## config.mk

```make
export PLATFORM = sky130hd
export DESIGN_NAME = vang_fifo
export DESIGN_NICKNAME = d
export VERILOG_FILES = /design/src/rtl/vang_fifo.sv
export SDC_FILE = /design/constraint.sdc
export NUM_CORES = 1
export LEC_CHECK = 0
export ABC_CLOCK_PERIOD_IN_PS = 3300
export BUFFER_PORTS_ARGS = -buffer_cell sky130_fd_sc_hd__buf_2
export CAP_MARGIN = 20
export CORE_UTILIZATION = 35
export CTS_CLUSTER_DIAMETER = 30
export DETAILED_ROUTE_END_ITERATION = 8
export PLACE_DENSITY_LB_ADDON = 0.15
export SYNTH_ARGS = -nofsm -noshare
export SYNTH_HDL_FRONTEND = slang
export SYNTH_SLANG_ARGS = --single-unit
```

## constraint.sdc

```tcl
create_clock -name clk -period 3.3 [get_ports clk]
set_input_delay 0.66 -clock clk [delete_from_list [all_inputs] [get_ports clk]]
set_output_delay 0.66 -clock clk [all_outputs]
set_load 0.05 [all_outputs]
```

## src/rtl/vang_fifo.sv

```systemverilog
// Small first-in first-out queue built from registers.
`timescale 1ns / 1ps
module vang_fifo #(
	parameter int WIDTH = 8,
	parameter int DEPTH = 4
) (
	input  logic             clk,
	input  logic             arst_n,
	input  logic             push,
	input  logic [WIDTH-1:0] wdata,
	input  logic             pop,
	output logic [WIDTH-1:0] rdata,
	output logic             full,
	output logic             empty
);
	localparam int AW = (DEPTH > 1) ? $clog2(DEPTH) : 1;

	logic [WIDTH-1:0] mem_q [DEPTH];
	logic [AW-1:0]    wr_q, rd_q;
	logic [AW:0]      cnt_q;
	logic             do_push, do_pop;

	assign full    = (cnt_q == (AW+1)'(DEPTH));
	assign empty   = (cnt_q == '0);
	assign do_push = push && !full;
	assign do_pop  = pop && !empty;
	assign rdata   = mem_q[rd_q];

	always_ff @(posedge clk or negedge arst_n) begin
		if (!arst_n) begin
			wr_q  <= '0;
			rd_q  <= '0;
			cnt_q <= '0;
		end else begin
			if (do_push) wr_q <= (wr_q == AW'(DEPTH - 1)) ? '0 : wr_q + AW'(1);
			if (do_pop) rd_q <= (rd_q == AW'(DEPTH - 1)) ? '0 : rd_q + AW'(1);
			if (do_push && !do_pop) cnt_q <= cnt_q + (AW+1)'(1);
			else if (do_pop && !do_push) cnt_q <= cnt_q - (AW+1)'(1);
		end
	end

	always_ff @(posedge clk) begin
		if (do_push) mem_q[wr_q] <= wdata;
	end
endmodule

```

Word-level counts from Yosys, hierarchy flattened
Memories as Yosys holds them, arrays and structs flattened.
Cells that the tools add are included.
Storage, ports and cells
  bits in registers: 7
  output and inout bits: 10
  bits in writable memories: 32
  input bits: 12
  memories: 1
Memory list
  mem_q: depth 4, bits a word 8, read ports 1, clocked after Yosys merged registers in 0, wr ports 1, RTL line 18  | logic [WIDTH-1:0] mem_q [DEPTH];
Operators by class
  multiplexer cells: 6
  reductions and logical operators: 10
  add/subtract/negate cells: 4
  equal/unequal tests: 3
Operators by type and width (count)
  2-to-1 mux 3 bit: 2
  adder 2 x 1 -> 2 bit (second input constant): 2
  equality test 2 bit (second input constant): 2
  logical AND 1 bit: 4
  logical NOT 1 bit: 4
  2-to-1 mux 2 bit: 2
  adder 3 x 1 -> 3 bit (second input constant): 1
  equality test 3 bit (second input constant): 1
  logical NOT 3 bit: 1
  subtractor 3 x 1 -> 3 bit (second input constant): 1
  2-to-1 mux 1 bit: 2
  nonzero test 2 bit: 1

Depth between registers and ports, before layout
  depth in word-level cells: 7
  mapped depth: 8

Worst setup path before layout
Ideal clock, no wire load.
  path type: register -> register
  start: register cnt_q[0]
  end: register cnt_q[2]
  buffers on the path: 0
  stages on the path, launching flop included: 9
  arrival: 2928 ps
  setup time: 79 ps
  required time: 3221 ps
  slack: 293 ps
  cells stage by stage: dfrtp_1 -> nor3_1 -> nand2b_4 -> ha_1 -> inv_1 -> fa_1 -> xor2_1 -> nor2_1 -> xor2_1
On the way
  longest elaborated chain between the ends: 6
Ends and longest elaborated chain
  from (decl): RTL line 20  | logic [AW:0] cnt_q;
  from (signal assigned): RTL line 37  | if (do_push && !do_pop) cnt_q <= cnt_q + (AW+1)'(1);
  from (signal assigned): RTL line 38  | else if (do_pop && !do_push) cnt_q <= cnt_q - (AW+1)'(1);
  logical NOT 3 bit *: RTL line 24  | assign empty = (cnt_q == '0);
  named net empty: RTL line 14  | output logic empty
  logical NOT 1 bit *: RTL line 26  | assign do_pop = pop && !empty;
  logical AND 1 bit *: RTL line 26
  logical NOT 1 bit: RTL line 37
  logical AND 1 bit: RTL line 37
  2-to-1 mux 3 bit / nonzero test 2 bit (equally long branches)
The timed path passes the listed nets; every way through them passes the cells marked *. The select of a mux whose other input is x is not followed.
A chain may end at the register's enable or synchronous reset.

Final worst setup path
  start: register rd_q[0]
  end: output rdata[1]
On the way
  longest elaborated chain between the ends: 1
Ends and longest elaborated chain
  from (decl): RTL line 19  | logic [AW-1:0] wr_q, rd_q;
  from (signal assigned): RTL line 36  | if (do_pop) rd_q <= (rd_q == AW'(DEPTH - 1)) ? '0 : rd_q + AW'(1);
  memory read (4 x 8 bit)
  to (decl): RTL line 12  | output logic [WIDTH-1:0] rdata,
Every way passes these cells.

==> key figures <==
Run status
  – Status: finished, final reports clean

Final layout
  – Most frequent cells in the layout: edfxtp_1 (32), buf_2 (21), mux4_2 (8), dfrtp_1 (7), ha_1 (6)
  – Area Overhead vs Synth: 16.9%
  – Final Util: between 40% and 50%
  – Commonest non-fill, non-tap cell in the layout: edfxtp_1
  – Cell area after layout: ~1900 µm²
  – Final #Nets: around 120
  – ANT cells: 0
  – Proportion of layout cells with a drive suffix above 1: 42.5%

Critical path
  – Worst EP arrival: between 1500 and 2000 ps
  – R2r startpoint: cnt_q[0]
  – Type of origin of the critical path: flip-flop
  – Worst-path fanout max: 11
  – RR Endpoint: cnt_q[2]
  – Slowest CP cell: dfrtp_1
  – Crit Path Class: reg2out
  – Crit. End Element: output pin
  – CP Cell Sequence: mux4_2, buf_2
  – CP max stage delay: between 700 and 800 ps
  – R2R Setup Slk: 1310 ps
  – Critical Path RT: 2640 ps
  – R2r worst-path depth: 8

CTS
  – # hold bufs at CTS: 0
  – Clk_lat worst skew: roughly 290 ps
  – Clk buf depth: 2
  – H-tree Lvls: 2
  – CTS Sinks: 39
  – Post_cts resized: 0
  – Clock transition at the registers of the reported paths: about 80 ps
  – CTS tree: yes
  – CTS Buf Count: 5
  – Root buffer cell: clkbuf_8
  – Post-CTS setup buffers: 0

Timing
  – Period utilization: 75.3%
  – Final Hold Vio Count: 0
  – Fin. max-slew vios: 0
  – Final Critical Period: ~2500 ps
  – Worst Skew: just under 10 ps
  – Setup TNS: 0 ps
  – Worst Tran Pin Value: about 790 ps
  – Rel. slew slack: between 40% and 50%
  – Endpoints failing setup: 0
  – Achievable Freq: 402 MHz
  – RSZ-0062 raised after global routing: no

Synthesis
  – Yosys cell types: 19
  – Synth Flop Type: edfxtp_1
  – Yosys warns: 0
  – Post-synthesis sequential area ratio: roughly 70%
  – Synthesized cell area: 1620 µm²
  – Syn Area/Cell: between 20 and 25 µm²
  – #FFs+latches synth: 39
  – Syn nets: 98
  – Number of synthesized flops with an enable pin: 32
  – Ys async rst share: 17.9%
  – Cells after Synth: 79

Worst hold path
  – Hold WC Path Type: in2async

Power and ir drop
  – Pwr per Cell Area: a little over 1000 nW/µm²
  – Switching Power: 727 µW
  – Sw Share: 38.0%
  – Peak supply drop: approximately 0.35 mV
  – Clock power share: between 20% and 30%
  – Reg power frac: between 40 and 50%
  – Leakage power: 0.000724 µW
  – Int Pwr: 1190 µW
  – Combinational fraction of design power: about 39%

Die
  – Die W: 70.0 µm
  – Die area: 4900 µm²
  – Core ar.: 4380 µm²
  – Die height: around 70 µm
  – Initial Utilization: 36.9%
  – # rows: 24
  – I/O Pins: 22

GRT
  – Vias in the first global route: ~850
  – Largest net degree at the start of global routing: 14
  – GRT Total Usage: between 10% and 20%
  – GR Overflow Total: 0
  – First-pass GRT wire length: 4120 µm
  – Initial antenna violation count: 0

Placed design
  – DP HPWL: between 1500 and 2000 µm
  – GP Congestion: ~0.65
  – Buffers on Ports: 21
  – Area post-placement: approximately 1800 µm²

Drt
  – WL per Instance: 15.1 µm
  – Routed Antenna Nets: 0
  – Vias per cell: 4.63
  – Pre-antenna DRT Iters: 4
  – DR iter-0 viols: 34
  – Residual DRC count: 0
  – WL final: roughly 2400 µm
  – Via count: around 730

Run
  – MaxCap Viol Count: 0
==> cells by family (layout without fill, tap and decap cells) <==
logic type               Yosys count  in the layout  share of synthesized area (%)
flip-flops                        39             39                           70.2
adder cells (fa/ha/maj)            7              7                           5.88
AND/OR/NAND/NOR                   12             12                           5.49
XOR/XNOR                           3              3                           1.62
multiplexers                      13             13                           15.5
buffers and inverters              5             32                           1.24
==> Yosys cell counts, types with 2 or more instances <==
master	count	area, µm²
xor2_1	2	17.5
nor2_1	4	15.0
inv_1	3	11.3
mux4_2	8	180
dfrtp_1	7	175
edfxtp_1	32	961
mux2_4	4	60.1
and2_1	3	18.8
ha_1	6	75.1
==> metrics by stage <==
step	std cells	setup WS (ps)	hold WS (ps)	total power, µW
detailed placement	150	1080	493	1560
finish	158	816	196	1910
floorplan	79	293	364	1400
global placement	150	1090	486	1540
global route	158	682	190	2030
CTS	158	756	203	1940
==> sequential cells by signal (all words and copies together), names as in the netlist <==
register	flops
cnt_q	3
wr_q	2
rd_q	2
mem_q	32
==> final cells by class <==
class / instances / area [µm²]
inverter: 3 / 11.3
fill: 393 / 2490
multi-input combinational: 35 / 462
tap: 52 / 65.1
clock buffer: 5 / 68.8
clock inverter: 3 / 43.8
timing repair buffer: 21 / 105
sequential: 39 / 1140
==> worst max-delay path: cells and delay by family (launching register included) <==
family | cells | cell delay (ps)
multiplexers | 1 | 580
flip-flops | 1 | 730
buffers and inverters | 1 | 230
==> power groups by stage <==
stage / logic [µW] / registers [µW] / clock network [µW]
finish: 742 / 783 / 388
global route: 805 / 807 / 422
CTS: 757 / 790 / 394
detailed placement: 756 / 800 / 0
global placement: 744 / 796 / 0
floorplan: 670 / 729 / 0
==> worst max path at each step <==
stage                     endpoint     start  cells past startpoint  slack (ps)
after CTS                 rdata[7]   rd_q[0]                      2         760
after global placement    rdata[1]   rd_q[0]                      2        1090
after detailed placement  rdata[7]   rd_q[0]                      2        1080
after floorplan           cnt_q[2]  cnt_q[0]                      8         290
after global routing      rdata[1]   rd_q[0]                      2         680
final                     rdata[1]   rd_q[0]                      2         820
==> metal layers <==
metal | up-vias | GRT usage, % | routed length [µm]
met2 | 14 | 19.0 | 1230
met3 | 5 | 5.05 | 105
li1 | 354 | - | -
met1 | 359 | 13.5 | 1010
met4 | 0 | 4.67 | 41
met5 | - | 0 | 0
(Power assumes the default switching activity.)
